**src/hw/rtl/ovb_pkg.sv**
```systemverilog
`default_nettype none
// ----------------------------------------------------------------------------
// ovb_pkg
// Shared types, register indexes and defaults for the overlay pixel blend.
// ----------------------------------------------------------------------------
package ovb_pkg;

  localparam int unsigned FrameWidthDef  = 1920;
  localparam int unsigned FrameHeightDef = 1080;

  localparam int unsigned NumLanes = 3;
  localparam int unsigned CfgIdxW  = 3;
  localparam int unsigned CfgDataW = 13;

  localparam logic [CfgIdxW-1:0] RegBlendMode     = 3'd0;
  localparam logic [CfgIdxW-1:0] RegGlobalAlpha   = 3'd1;
  localparam logic [CfgIdxW-1:0] RegAnchorX       = 3'd2;
  localparam logic [CfgIdxW-1:0] RegAnchorY       = 3'd3;
  localparam logic [CfgIdxW-1:0] RegOverlayWidth  = 3'd4;
  localparam logic [CfgIdxW-1:0] RegOverlayHeight = 3'd5;
  localparam logic [CfgIdxW-1:0] RegCenterAnchor  = 3'd6;

  localparam logic ModeAlpha = 1'b0;
  localparam logic ModeAdd   = 1'b1;

  typedef struct packed {
    logic        blend_mode;
    logic [7:0]  global_alpha;
    logic [11:0] anchor_x;
    logic [11:0] anchor_y;
    logic [12:0] overlay_width;
    logic [12:0] overlay_height;
    logic        center_anchor;
  } cfg_t;

  typedef struct packed {
    logic        en;
    logic [11:0] sx;
    logic [14:0] ex;
    logic [11:0] sy;
    logic [14:0] ey;
  } win_t;

  typedef struct packed {
    logic mode;
    logic cov;
  } lane_ctl_t;

endpackage
`default_nettype wire

```
**src/hw/rtl/ovb_window.sv**
```systemverilog
`default_nettype none
// ----------------------------------------------------------------------------
// ovb_window
// Places the overlay window on both axes from the configuration registers.
// ----------------------------------------------------------------------------
module ovb_window #(
  parameter int unsigned FRAME_WIDTH  = ovb_pkg::FrameWidthDef,
  parameter int unsigned FRAME_HEIGHT = ovb_pkg::FrameHeightDef
) (
  input  wire           clk_i,
  input  wire           rst_ni,
  input  ovb_pkg::cfg_t cfg_i,
  output ovb_pkg::win_t win_o
);
  import ovb_pkg::*;

  localparam logic [13:0] LimX = 14'(FRAME_WIDTH);
  localparam logic [13:0] LimY = 14'(FRAME_HEIGHT);

  win_t win_d, win_q;

  logic        okx, oky;
  logic [11:0] sx, sy;
  logic [14:0] ex, ey;

  function automatic logic [12:0] place_start(input logic [11:0] a, input logic [12:0] s,
                                              input logic ctr);
    logic signed [14:0] s2;
    s2 = $signed({2'b00, a, 1'b0}) - $signed({2'b00, s});
    if (!ctr) begin
      place_start = {1'b1, a};
    end else if (s2 < -15'sd1) begin
      place_start = '0;
    end else if (s2[14]) begin
      place_start = {1'b1, 12'd0};
    end else begin
      place_start = {1'b1, s2[12:1]};
    end
  endfunction

  function automatic logic [13:0] place_end(input logic [11:0] a, input logic [12:0] s,
                                            input logic ctr);
    logic [14:0] sum2;
    sum2 = {2'b00, a, 1'b0} + {2'b00, s};
    if (ctr) begin
      place_end = sum2[14:1];
    end else begin
      place_end = {2'b00, a} + {1'b0, s};
    end
  endfunction

  always_comb begin
    logic [12:0] stx, sty;
    logic [13:0] enx, eny;
    stx = place_start(cfg_i.anchor_x, cfg_i.overlay_width, cfg_i.center_anchor);
    sty = place_start(cfg_i.anchor_y, cfg_i.overlay_height, cfg_i.center_anchor);
    enx = place_end(cfg_i.anchor_x, cfg_i.overlay_width, cfg_i.center_anchor);
    eny = place_end(cfg_i.anchor_y, cfg_i.overlay_height, cfg_i.center_anchor);
    okx = stx[12] && (enx <= LimX);
    oky = sty[12] && (eny <= LimY);
    sx  = stx[11:0];
    sy  = sty[11:0];
    ex  = {3'b000, sx} + {2'b00, cfg_i.overlay_width};
    ey  = {3'b000, sy} + {2'b00, cfg_i.overlay_height};
    win_d.en = okx && oky && !(cfg_i.blend_mode == ModeAdd && cfg_i.global_alpha == 8'd0);
    win_d.sx = sx;
    win_d.ex = ex;
    win_d.sy = sy;
    win_d.ey = ey;
  end

  always_ff @(posedge clk_i or negedge rst_ni) begin
    if (!rst_ni) begin
      win_q <= '0;
    end else begin
      win_q <= win_d;
    end
  end

  assign win_o = win_q;

endmodule
`default_nettype wire

```
**src/hw/rtl/ovb_lane.sv**
```systemverilog
`default_nettype none
// ----------------------------------------------------------------------------
// ovb_lane
// One colour channel: weighted product, then divide by 255 and mix.
// ----------------------------------------------------------------------------
module ovb_lane (
  input  wire                clk_i,
  input  wire                en_i,
  input  wire                mode_i,
  input  wire  [7:0]         bg_i,
  input  wire  [7:0]         fg_i,
  input  wire  [7:0]         alpha_i,
  input  wire  [7:0]         galpha_i,
  input  ovb_pkg::lane_ctl_t ctl_i,
  output logic [7:0]         res_o
);
  import ovb_pkg::*;

  logic [15:0] num_d, num_q;
  logic [7:0]  bg_q;
  logic        fzero_q;
  logic [15:0] qt;
  logic [8:0]  sum;

  always_comb begin
    if (mode_i == ModeAdd) begin
      num_d = {8'd0, fg_i} * {8'd0, galpha_i};
    end else begin
      num_d = ({8'd0, bg_i} * {8'd0, 8'd255 - alpha_i}) + ({8'd0, fg_i} * {8'd0, alpha_i});
    end
  end

  always_ff @(posedge clk_i) begin
    if (en_i) begin
      num_q   <= num_d;
      bg_q    <= bg_i;
      fzero_q <= (fg_i == 8'd0);
    end
  end

  assign qt  = (num_q + 16'(num_q[15:8]) + 16'd1) >> 8;
  assign sum = {1'b0, bg_q} + {1'b0, qt[7:0]};

  always_comb begin
    if (!ctl_i.cov) begin
      res_o = bg_q;
    end else if (ctl_i.mode == ModeAlpha) begin
      res_o = qt[7:0];
    end else if (fzero_q) begin
      res_o = bg_q;
    end else begin
      res_o = sum[8] ? 8'hFF : sum[7:0];
    end
  end

endmodule
`default_nettype wire

```
**src/hw/rtl/overlay_pixel_blend.sv**
```systemverilog
// Overlay pixel blend: one pixel item per clock while intake is open and the output
// is taken, through the product register in each channel lane, then the output
// register. Window placement is registered from the configuration registers, so
// intake closes after reset and after each register write until the window register
// is updated. Otherwise throughput is set by the output handshake alone.
`default_nettype none
// ----------------------------------------------------------------------------
// overlay_pixel_blend
// Alpha or additive overlay compositing on an RGB pixel stream.
// ----------------------------------------------------------------------------
module overlay_pixel_blend #(
  parameter int unsigned FRAME_WIDTH  = ovb_pkg::FrameWidthDef,
  parameter int unsigned FRAME_HEIGHT = ovb_pkg::FrameHeightDef
) (
  input  wire                          clk_i,
  input  wire                          rst_ni,
  input  wire                          cfg_we_i,
  input  wire  [ovb_pkg::CfgIdxW-1:0]  cfg_idx_i,
  input  wire  [ovb_pkg::CfgDataW-1:0] cfg_wdata_i,
  input  wire                          in_valid_i,
  output logic                         in_ready_o,
  input  wire  [11:0]                  pix_x_i,
  input  wire  [11:0]                  pix_y_i,
  input  wire  [7:0]                   bg_c0_i,
  input  wire  [7:0]                   bg_c1_i,
  input  wire  [7:0]                   bg_c2_i,
  input  wire  [7:0]                   fg_c0_i,
  input  wire  [7:0]                   fg_c1_i,
  input  wire  [7:0]                   fg_c2_i,
  input  wire  [7:0]                   fg_alpha_i,
  output logic                         out_valid_o,
  input  wire                          out_ready_i,
  output logic [7:0]                   out_c0_o,
  output logic [7:0]                   out_c1_o,
  output logic [7:0]                   out_c2_o,
  output logic                         covered_o
);
  import ovb_pkg::*;

  cfg_t      cfg_q;
  win_t      win;
  lane_ctl_t ctl_d, ctl_q;
  logic      s1_valid_q, out_valid_q;
  logic      cfg_pend_q;
  logic      out_en, s1_en;
  logic [7:0] res [NumLanes];
  logic [7:0] bg  [NumLanes];
  logic [7:0] fg  [NumLanes];
  logic [7:0] out_c_q [NumLanes];
  logic       cov_q;

  always_ff @(posedge clk_i or negedge rst_ni) begin
    if (!rst_ni) begin
      cfg_q.blend_mode     <= ModeAlpha;
      cfg_q.global_alpha   <= '0;
      cfg_q.anchor_x       <= '0;
      cfg_q.anchor_y       <= '0;
      cfg_q.overlay_width  <= 13'd1;
      cfg_q.overlay_height <= 13'd1;
      cfg_q.center_anchor  <= 1'b0;
    end else if (cfg_we_i) begin
      case (cfg_idx_i)
        RegBlendMode:     cfg_q.blend_mode     <= cfg_wdata_i[0];
        RegGlobalAlpha:   cfg_q.global_alpha   <= cfg_wdata_i[7:0];
        RegAnchorX:       cfg_q.anchor_x       <= cfg_wdata_i[11:0];
        RegAnchorY:       cfg_q.anchor_y       <= cfg_wdata_i[11:0];
        RegOverlayWidth:  cfg_q.overlay_width  <= cfg_wdata_i[12:0];
        RegOverlayHeight: cfg_q.overlay_height <= cfg_wdata_i[12:0];
        RegCenterAnchor:  cfg_q.center_anchor  <= cfg_wdata_i[0];
        default: ;
      endcase
    end
  end

  // hold intake while the window register catches up
  always_ff @(posedge clk_i or negedge rst_ni) begin
    if (!rst_ni) begin
      cfg_pend_q <= 1'b1;
    end else begin
      cfg_pend_q <= cfg_we_i;
    end
  end

  ovb_window #(
    .FRAME_WIDTH (FRAME_WIDTH),
    .FRAME_HEIGHT(FRAME_HEIGHT)
  ) u_window (
    .clk_i (clk_i),
    .rst_ni(rst_ni),
    .cfg_i (cfg_q),
    .win_o (win)
  );

  assign out_en     = !out_valid_q || out_ready_i;
  assign s1_en      = !s1_valid_q || out_en;
  assign in_ready_o = s1_en && !cfg_pend_q;

  assign ctl_d.mode = cfg_q.blend_mode;
  assign ctl_d.cov  = win.en
                   && (pix_x_i >= win.sx) && ({3'b000, pix_x_i} < win.ex)
                   && (pix_y_i >= win.sy) && ({3'b000, pix_y_i} < win.ey);

  always_ff @(posedge clk_i or negedge rst_ni) begin
    if (!rst_ni) begin
      s1_valid_q  <= 1'b0;
      out_valid_q <= 1'b0;
    end else begin
      if (s1_en) begin
        s1_valid_q <= in_valid_i && !cfg_pend_q;
      end
      if (out_en) begin
        out_valid_q <= s1_valid_q;
      end
    end
  end

  always_ff @(posedge clk_i) begin
    if (s1_en) begin
      ctl_q <= ctl_d;
    end
  end

  assign bg[0] = bg_c0_i;
  assign bg[1] = bg_c1_i;
  assign bg[2] = bg_c2_i;
  assign fg[0] = fg_c0_i;
  assign fg[1] = fg_c1_i;
  assign fg[2] = fg_c2_i;

  for (genvar l = 0; l < NumLanes; l++) begin : g_lane
    ovb_lane u_lane (
      .clk_i   (clk_i),
      .en_i    (s1_en),
      .mode_i  (cfg_q.blend_mode),
      .bg_i    (bg[l]),
      .fg_i    (fg[l]),
      .alpha_i (fg_alpha_i),
      .galpha_i(cfg_q.global_alpha),
      .ctl_i   (ctl_q),
      .res_o   (res[l])
    );
  end

  // merge lanes into the output item
  always_ff @(posedge clk_i) begin
    if (out_en) begin
      for (int l = 0; l < NumLanes; l++) begin
        out_c_q[l] <= res[l];
      end
      cov_q <= ctl_q.cov;
    end
  end

  assign out_valid_o = out_valid_q;
  assign out_c0_o    = out_c_q[0];
  assign out_c1_o    = out_c_q[1];
  assign out_c2_o    = out_c_q[2];
  assign covered_o   = cov_q;

`ifndef SYNTH
  a_empty_out_opens_intake: assert property (@(posedge clk_i) disable iff (!rst_ni)
    !out_valid_q && !cfg_pend_q |-> in_ready_o)
    else $error("intake closed with empty output register");

  a_s1_advances: assert property (@(posedge clk_i) disable iff (!rst_ni)
    s1_valid_q && out_en |=> out_valid_q)
    else $error("item lost between product stage and output");

  a_s1_holds: assert property (@(posedge clk_i) disable iff (!rst_ni)
    s1_valid_q && !out_en |=> s1_valid_q)
    else $error("stalled item dropped from product stage");
`endif

endmodule
`default_nettype wire
```
**config.mk**
```make
export PLATFORM = sky130hd
export DESIGN_NAME = overlay_pixel_blend
export DESIGN_NICKNAME = d
export VERILOG_FILES = /design/src/hw/rtl/ovb_pkg.sv /design/src/hw/rtl/ovb_window.sv /design/src/hw/rtl/ovb_lane.sv /design/src/hw/rtl/overlay_pixel_blend.sv
export SDC_FILE = /design/constraint.sdc
export NUM_CORES = 2
export LEC_CHECK = 0
export BUFFER_PORTS_ARGS = -buffer_cell sky130_fd_sc_hd__buf_2
export CORE_MARGIN = 4
export CORE_UTILIZATION = 42
export CTS_BUF_LIST = sky130_fd_sc_hd__clkbuf_8
export DETAILED_ROUTE_END_ITERATION = 7
export PLACE_DENSITY = 0.55
export SLEW_MARGIN = 5
export SYNTH_ARGS = -nofsm -noshare
export SYNTH_HDL_FRONTEND = slang
export SYNTH_SLANG_ARGS = --single-unit
```
**constraint.sdc**
```tcl
create_clock -name clk_i -period 7.65 [get_ports clk_i]
set_input_delay 1.9125 -clock clk_i [delete_from_list [all_inputs] [get_ports clk_i]]
set_output_delay 1.9125 -clock clk_i [all_outputs]
set_load 0.01 [all_outputs]
```
# After elaboration in Yosys (flattened, before gate mapping)
# Memories as Yosys holds them, arrays and structs flattened.
# Cells that the tools add are included.
classes:
  mul: 9
  eq_ne: 6
  reduce_logical: 29
  mux: 25
  magnitude_cmp: 8
  n_addsub: 21
ops:
  columns: ["operator", "count"]
  rows:
  - ["multiplier 8 x 8 -> 16 bit", 9]
  - ["2-to-1 mux 8 bit", 12]
  - ["adder 12 x 13 -> 14 bit", 4]
  - ["2-to-1 mux 13 bit", 4]
  - ["adder 16 x 1 -> 16 bit (second input constant)", 3]
  - ["adder 16 bit", 3]
  - ["adder 16 x 8 -> 16 bit", 3]
  - ["2-to-1 mux 16 bit", 3]
  - ["zero test 8 bit", 4]
  - ["< comparator 12 x 15 -> 1 bit", 2]
  - ["< comparator 15 x 1 -> 1 bit (second input constant)", 2]
  - ["adder 13 x 13 -> 14 bit", 2]
  - ["<= comparator 14 x 11 -> 1 bit (second input constant)", 2]
  - ["2-to-1 mux 14 bit", 2]
  - ["subtractor 13 x 13 -> 14 bit", 2]
  - ["adder 8 x 8 -> 9 bit", 3]
  - [">= comparator 12 bit", 2]
  - ["2-to-1 mux 12 bit", 2]
  - ["AND reduction 2 bit", 7]
  - ["logical AND 1 bit", 11]
  - ["== test 3 bit (second input constant)", 3]
  - ["subtractor 8 bit (first input constant)", 1]
  - ["== test 3 x 2 -> 1 bit (second input constant)", 2]
  - ["zero test 1 bit", 4]
  - ["4 further kinds", 6]
word_totals:
  in_bits: 101
  ff_bits: 196
  output_inout_bits: 27
  mem_bits_rw: 24
  memories: 1
mem_list:
  columns: ["name", "depth", "word_bits", "read_ports", "rd_ports_with_merged_regs", "wr", "line_no", "source"]
  rows:
  - ["out_c_q", 3, 8, 3, 0, 3, "overlay_pixel_blend.sv:49", "logic [7:0] out_c_q [NumLanes];"]

# Longest topological paths before layout
logic_depth:
  ltp_word: 7
  mapped_depth: 24
  ltp_nobuf: 22

# Hierarchy
# From an unflattened synthesis, not the netlist that was laid out.
unflattened:
  cells_unflattened: 3752
  area_unflattened_um2: 35117.4
by_module_without_submodules:
  columns: ["module", "n_inst", "area_per_inst_um2", "seq_area_each_um2", "cells_each"]
  rows:
  - ["ovb_lane (g_lane[0].u_lane ...)", 2, 8171.6, 750.7, 894]
  - ["ovb_lane (g_lane[2].u_lane)", 1, 8145.3, 750.7, 893]
  - ["ovb_window", 1, 6277.3, 1326.3, 731]
  - ["overlay_pixel_blend", 1, 4351.7, 2391.0, 340]

# Worst setup path before layout
# OpenSTA, ideal clock, no wires.
synth_timing:
  path_type: "in2reg"
  start: "in fg_alpha_i[0]"
  end: "reg g_lane[0].u_lane.num_q[15] (data pin)"
  setup_ps: 263
  arrival_time_ps: 7160
  stages: 20
  path_slack_ps: 227
  path_cell_list: "clkbuf_1 clkbuf_1 nand2_1 fa_1 fa_1 inv_1 fa_1 fa_1 fa_1 inv_1 fa_1 inv_1 ha_1 or2_2 a21oi_1 nor3_1 or3_1 a31oi_2 xnor2_1 o21ai_2"
synth_via:
  elab_chain_cells: 4
synth_lines:
  columns: ["item", "line_no", "source"]
  rows:
  - ["start: declaration", "overlay_pixel_blend.sv:30", "input wire [7:0] fg_alpha_i,"]
  - ["subtractor 8 bit", "ovb_lane.sv:29", "num_d = ({8'd0, bg_i} * {8'd0, 8'd255 - alpha_i}) + ({8'd0, fg_i} * {8'd0, alpha_i});"]
  - ["multiplier 8 x 8 -> 16 bit", "ovb_lane.sv:29", null]
  - ["adder 16 bit *", "ovb_lane.sv:29", null]
  - ["2-to-1 mux 16 bit *", "ovb_lane.sv:26", "if (mode_i == ModeAdd) begin"]
  - ["net g_lane[0].u_lane.num_d[15]", "ovb_lane.sv:19", "logic [15:0] num_d, num_q;"]
  - ["end signal: assignment", "ovb_lane.sv:35", "num_q <= num_d;"]
  - ["end: declaration", "ovb_lane.sv:19", null]
# The timed path passes the listed nets; every way through them passes the cells marked *.
# A chain may end at the register's enable or synchronous reset.

# Worst setup path after layout
layout_timing:
  start: "in fg_alpha_i[2]"
  end: "reg g_lane[2].u_lane.num_q[14] (data pin)"
layout_via:
  elab_chain_cells: 4
layout_lines:
  columns: ["item", "line_no"]
  rows:
  - ["subtractor 8 bit", "ovb_lane.sv:29"]
  - ["multiplier 8 x 8 -> 16 bit", "ovb_lane.sv:29"]
  - ["adder 16 bit *", "ovb_lane.sv:29"]
  - ["2-to-1 mux 16 bit *", "ovb_lane.sv:26"]
  - ["net g_lane[2].u_lane.num_d[14]", "ovb_lane.sv:19"]
  - ["end signal: assignment", "ovb_lane.sv:35"]
  - ["end: declaration", "ovb_lane.sv:19"]
# Marks and branches as above.

==> impl_results.md <==
- PostCTS Resize Cnt: 0
- Final #Nets: 4888
- Mean area per synthesized cell: 9.19 um2
- Top FF cell, synth: sky130_fd_sc_hd__dfrtp_1
- Outcome: finished, final reports clean
- Measured slew at the worst slew-check pin: 1.16 ns
- Total overflow reported by the global router: 0
- Final critical path time including I/O delays and setup: 7.00 ns
- Total iterations of the first detailed-routing run: 5
- Number of primary I/O pins: 128
- Final hold slack: around 0.54 ns
- Pin count of the biggest net entering global routing: 86
- Cell count after synthesis: 3781
- Global Route Usage Sum: 0.204
- Startpoint types: primary input
- Static Leak: roughly 19 nW
- Post-CTS Repair Setup Buffers: 0
- Critical path capture point type: flip-flop
- Hold Crit Endpoint: out_valid_o
- Number of clock sinks: between 200 and 250
- FF-to-FF End: g_lane[0].u_lane.num_q[14]
- Worst max-slew margin expressed relative to the limit: 0.223
- Die height: between 200 and 300 um
- Max-cap viol count: 0
- Worst clock skew: 0.0463 ns
- Final setup violating endpoints: 0
- Routed wire length per instance: 17.4 um
- RD Place Congestion: 0.852
- Core region area: approximately 80000 um2
- Share of flip-flops with an asynchronous set or reset: 0.532
- Signal arrival time at the worst endpoint: ~7.3 ns
- CTS tree: built
- Worst reg2reg startpoint: cfg_q[54]
- Number of buffers inserted by hold repair at cts: 0
- Routed vias: 25500
- Unrepaired setup endpoints after global routing: false
- Number of filler instances in the final layout: 8125
- Worst-Skew Late Latency: ~0.63 ns
- Final worst path period share: 0.915
- Routed Antenna Nets: 0
- Post-detail-place hpwl: about 70 mm
- Share of post-route cells with drive strength above 1: 0.0929
- Count of port buffers added during placement: 127
- Minimum setup slack among reg-to-reg paths: between 2 and 2.5 ns
- Number of max-slew violations in the final report: 0
- VDD IR-drop max: 0.420 mV
- DRC viols: 0
- Drt initial violations: 1196
- Highest Clock Rate: between 100 and 150 MHz
- Die outline width: approximately 300 um
- Total Routed Length: 87.2 mm
- Post-synthesis cell type count: 87
- H-tree levels: 2
- Initial antenna violation count: 8
- DR vias/cell: 5.10
- Hold Path Stages: 1
- Sequential-to-total area share from yosys stat: 0.172
- Via count of the first global-routing pass: 25800
- Required time of the critical path: between 7 and 8 ns
- Global-route wire length before repair: 141 mm
- Critical setup path kind: in -> reg
- Final TNS setup: 0 ns
- Clock transition at path regs: approximately 0.06 ns
- Mapped Area: 34700 um2
- Root buffer selected by CTS: sky130_fd_sc_hd__clkbuf_8
- Growth of design area from synthesis to finish: 8.58%
- Synth warnings: 0
- Worst Hold Class: reg -> reg
- Depth of the worst register-to-register path: 15
- Number of storage elements in the synthesis netlist: 218
- Inserted Clock Buffers: 42
- Number of standard-cell rows in the floorplan: 105
- Power per Cell Area: 408 nW/um2
- Die Outline Area: 87400 um2
- Largest fanout on the critical path: 16
- Starting density of the core: 0.424
- Buffer depth of the longest clock path: 3
- Number of hold-slack violations in the final timing report: 0
- Startpoint of the lowest-slack hold path: s1_valid_q
- EDFF count, synth: around 100
synth_stat cells (16+ instances only):
library cell	n	area (um2)
sky130_fd_sc_hd__and2_1	242	1510
sky130_fd_sc_hd__o22ai_1	23	144
sky130_fd_sc_hd__nor3_1	57	285
sky130_fd_sc_hd__a21oi_1	133	666
sky130_fd_sc_hd__o21bai_1	19	143
sky130_fd_sc_hd__o21ai_0	129	646
sky130_fd_sc_hd__nor2_1	116	435
sky130_fd_sc_hd__a21o_1	40	300
sky130_fd_sc_hd__inv_1	707	2650
sky130_fd_sc_hd__xor2_1	49	429
sky130_fd_sc_hd__a31oi_1	16	100
sky130_fd_sc_hd__nand3_1	46	230
sky130_fd_sc_hd__nor2b_1	147	920
sky130_fd_sc_hd__xnor2_1	124	1090
sky130_fd_sc_hd__edfxtp_1	102	3060
sky130_fd_sc_hd__nand2b_1	94	588
sky130_fd_sc_hd__dfrtp_1	113	2830
sky130_fd_sc_hd__ha_1	481	6020
sky130_fd_sc_hd__mux2_2	50	563
sky130_fd_sc_hd__clkbuf_1	115	432
sky130_fd_sc_hd__o21a_1	38	285
sky130_fd_sc_hd__nand2_1	262	983
sky130_fd_sc_hd__fa_1	407	8150
state kept, by name (all words and copies together), names as in the netlist:
signal                 flops
cfg_pend_q                 1
cfg_q                     60
covered_o                  1
ctl_q                      2
g_lane.u_lane.bg_q        24
g_lane.u_lane.fzero_q      3
g_lane.u_lane.num_q       48
out_c_q                   24
out_valid_o                1
s1_valid_q                 1
u_window.win_o            53
report_power, final:
group / total (mW) / leakage [nW] / switching (mW) / internal [mW]
Sequential: 2.19 / 2.48 / 0.351 / 1.84
Combinational: 12.0 / 15.7 / 6.67 / 5.34
Clock: 1.18 / 0.471 / 0.566 / 0.617
Total: 15.4 / 18.6 / 7.59 / 7.80
cell usage in the layout, fill, tap and decap left out, drive strengths merged, types with 116 or more instances in the layout:
master | Yosys | routed
a21oi | 135 | 135
ha | 481 | 481
nor2b | 147 | 147
buf | 11 | 198
xnor2 | 124 | 124
nand2 | 262 | 262
fa | 407 | 407
inv | 707 | 721
nor2 | 116 | 116
and2 | 243 | 243
o21ai | 135 | 135
worst max-delay path by stage:
stage	from	endpoint	slack [ns]	depth (start not counted)
floorplan	fg_alpha_i[0]	g_lane[0].u_lane.num_q[15]	0.23	20
global placement	fg_alpha_i[2]	g_lane[2].u_lane.num_q[14]	0.15	19
detailed placement	fg_alpha_i[2]	g_lane[2].u_lane.num_q[14]	0.07	19
CTS	fg_alpha_i[2]	g_lane[2].u_lane.num_q[14]	0.70	19
global route	fg_alpha_i[2]	g_lane[2].u_lane.num_q[14]	0.41	19
finish	fg_alpha_i[2]	g_lane[2].u_lane.num_q[14]	0.65	19
cell families (layout without fill, tap and decap cells):
family          Yosys count  after routing  synth area share
fa+ha+maj               888            888             0.408
xor+xnor                173            173            0.0436
other cells               1              9          0.000108
compound gates          539            539             0.103
buf+inv                 833            980            0.0902
simple gates           1064           1064             0.163
flops                   218            218             0.172
mux                      65             65            0.0207
critical path, cell delays in order:
cell and delay, ns:
sky130_fd_sc_hd__buf_2 0.35, sky130_fd_sc_hd__buf_4 0.22, sky130_fd_sc_hd__nand2b_1 0.13, sky130_fd_sc_hd__fa_1 0.46, sky130_fd_sc_hd__fa_1 0.52, sky130_fd_sc_hd__fa_1 0.51
sky130_fd_sc_hd__inv_1 0.05, sky130_fd_sc_hd__fa_1 0.55, sky130_fd_sc_hd__fa_1 0.42, sky130_fd_sc_hd__fa_1 0.44, sky130_fd_sc_hd__ha_1 0.35, sky130_fd_sc_hd__inv_1 0.07
sky130_fd_sc_hd__o21bai_1 0.10, sky130_fd_sc_hd__a2111oi_2 0.42, sky130_fd_sc_hd__o31ai_1 0.17, sky130_fd_sc_hd__a21o_1 0.20, sky130_fd_sc_hd__a21oi_1 0.16, sky130_fd_sc_hd__xor2_1 0.17
sky130_fd_sc_hd__mux2i_1 0.09
cell type report:
class / count / area (um2) / share of cell area
Clock inverter: 30 / 200 / 0.00531
Multi-Input combinational cell: 2732 / 25700 / 0.680
Antenna cell: 6 / 15.0 / 0.000398
Sequential cell: 218 / 5970 / 0.158
Clock buffer: 45 / 619 / 0.0164
Tap cell: 1070 / 1340 / 0.0355
Inverter: 707 / 2650 / 0.0703
Timing Repair Buffer: 198 / 1260 / 0.0334
stage by stage:
step	util	std cells	power, mW	instance area (um2)	setup slack, ns
after floorplan	-	3783	11.5	34700	0.227
after global placement	0.450	4925	14.2	36900	0.151
after detailed placement	0.450	4925	14.2	36900	0.0714
after CTS	0.460	5000	15.6	37700	0.704
after global routing	0.460	5006	17.4	37700	0.412
final	0.460	5006	15.4	37700	0.652
routing by layer:
layer	vias to the layer above	part of all wire	GRT usage
met5	-	0.00015	0
li1	12500	-	-
met1	12600	0.49	0.297
met2	372	0.46	0.331
met4	2	0.018	0.0422
met3	90	0.034	0.0234
Power figures use the tool's default switching activity.
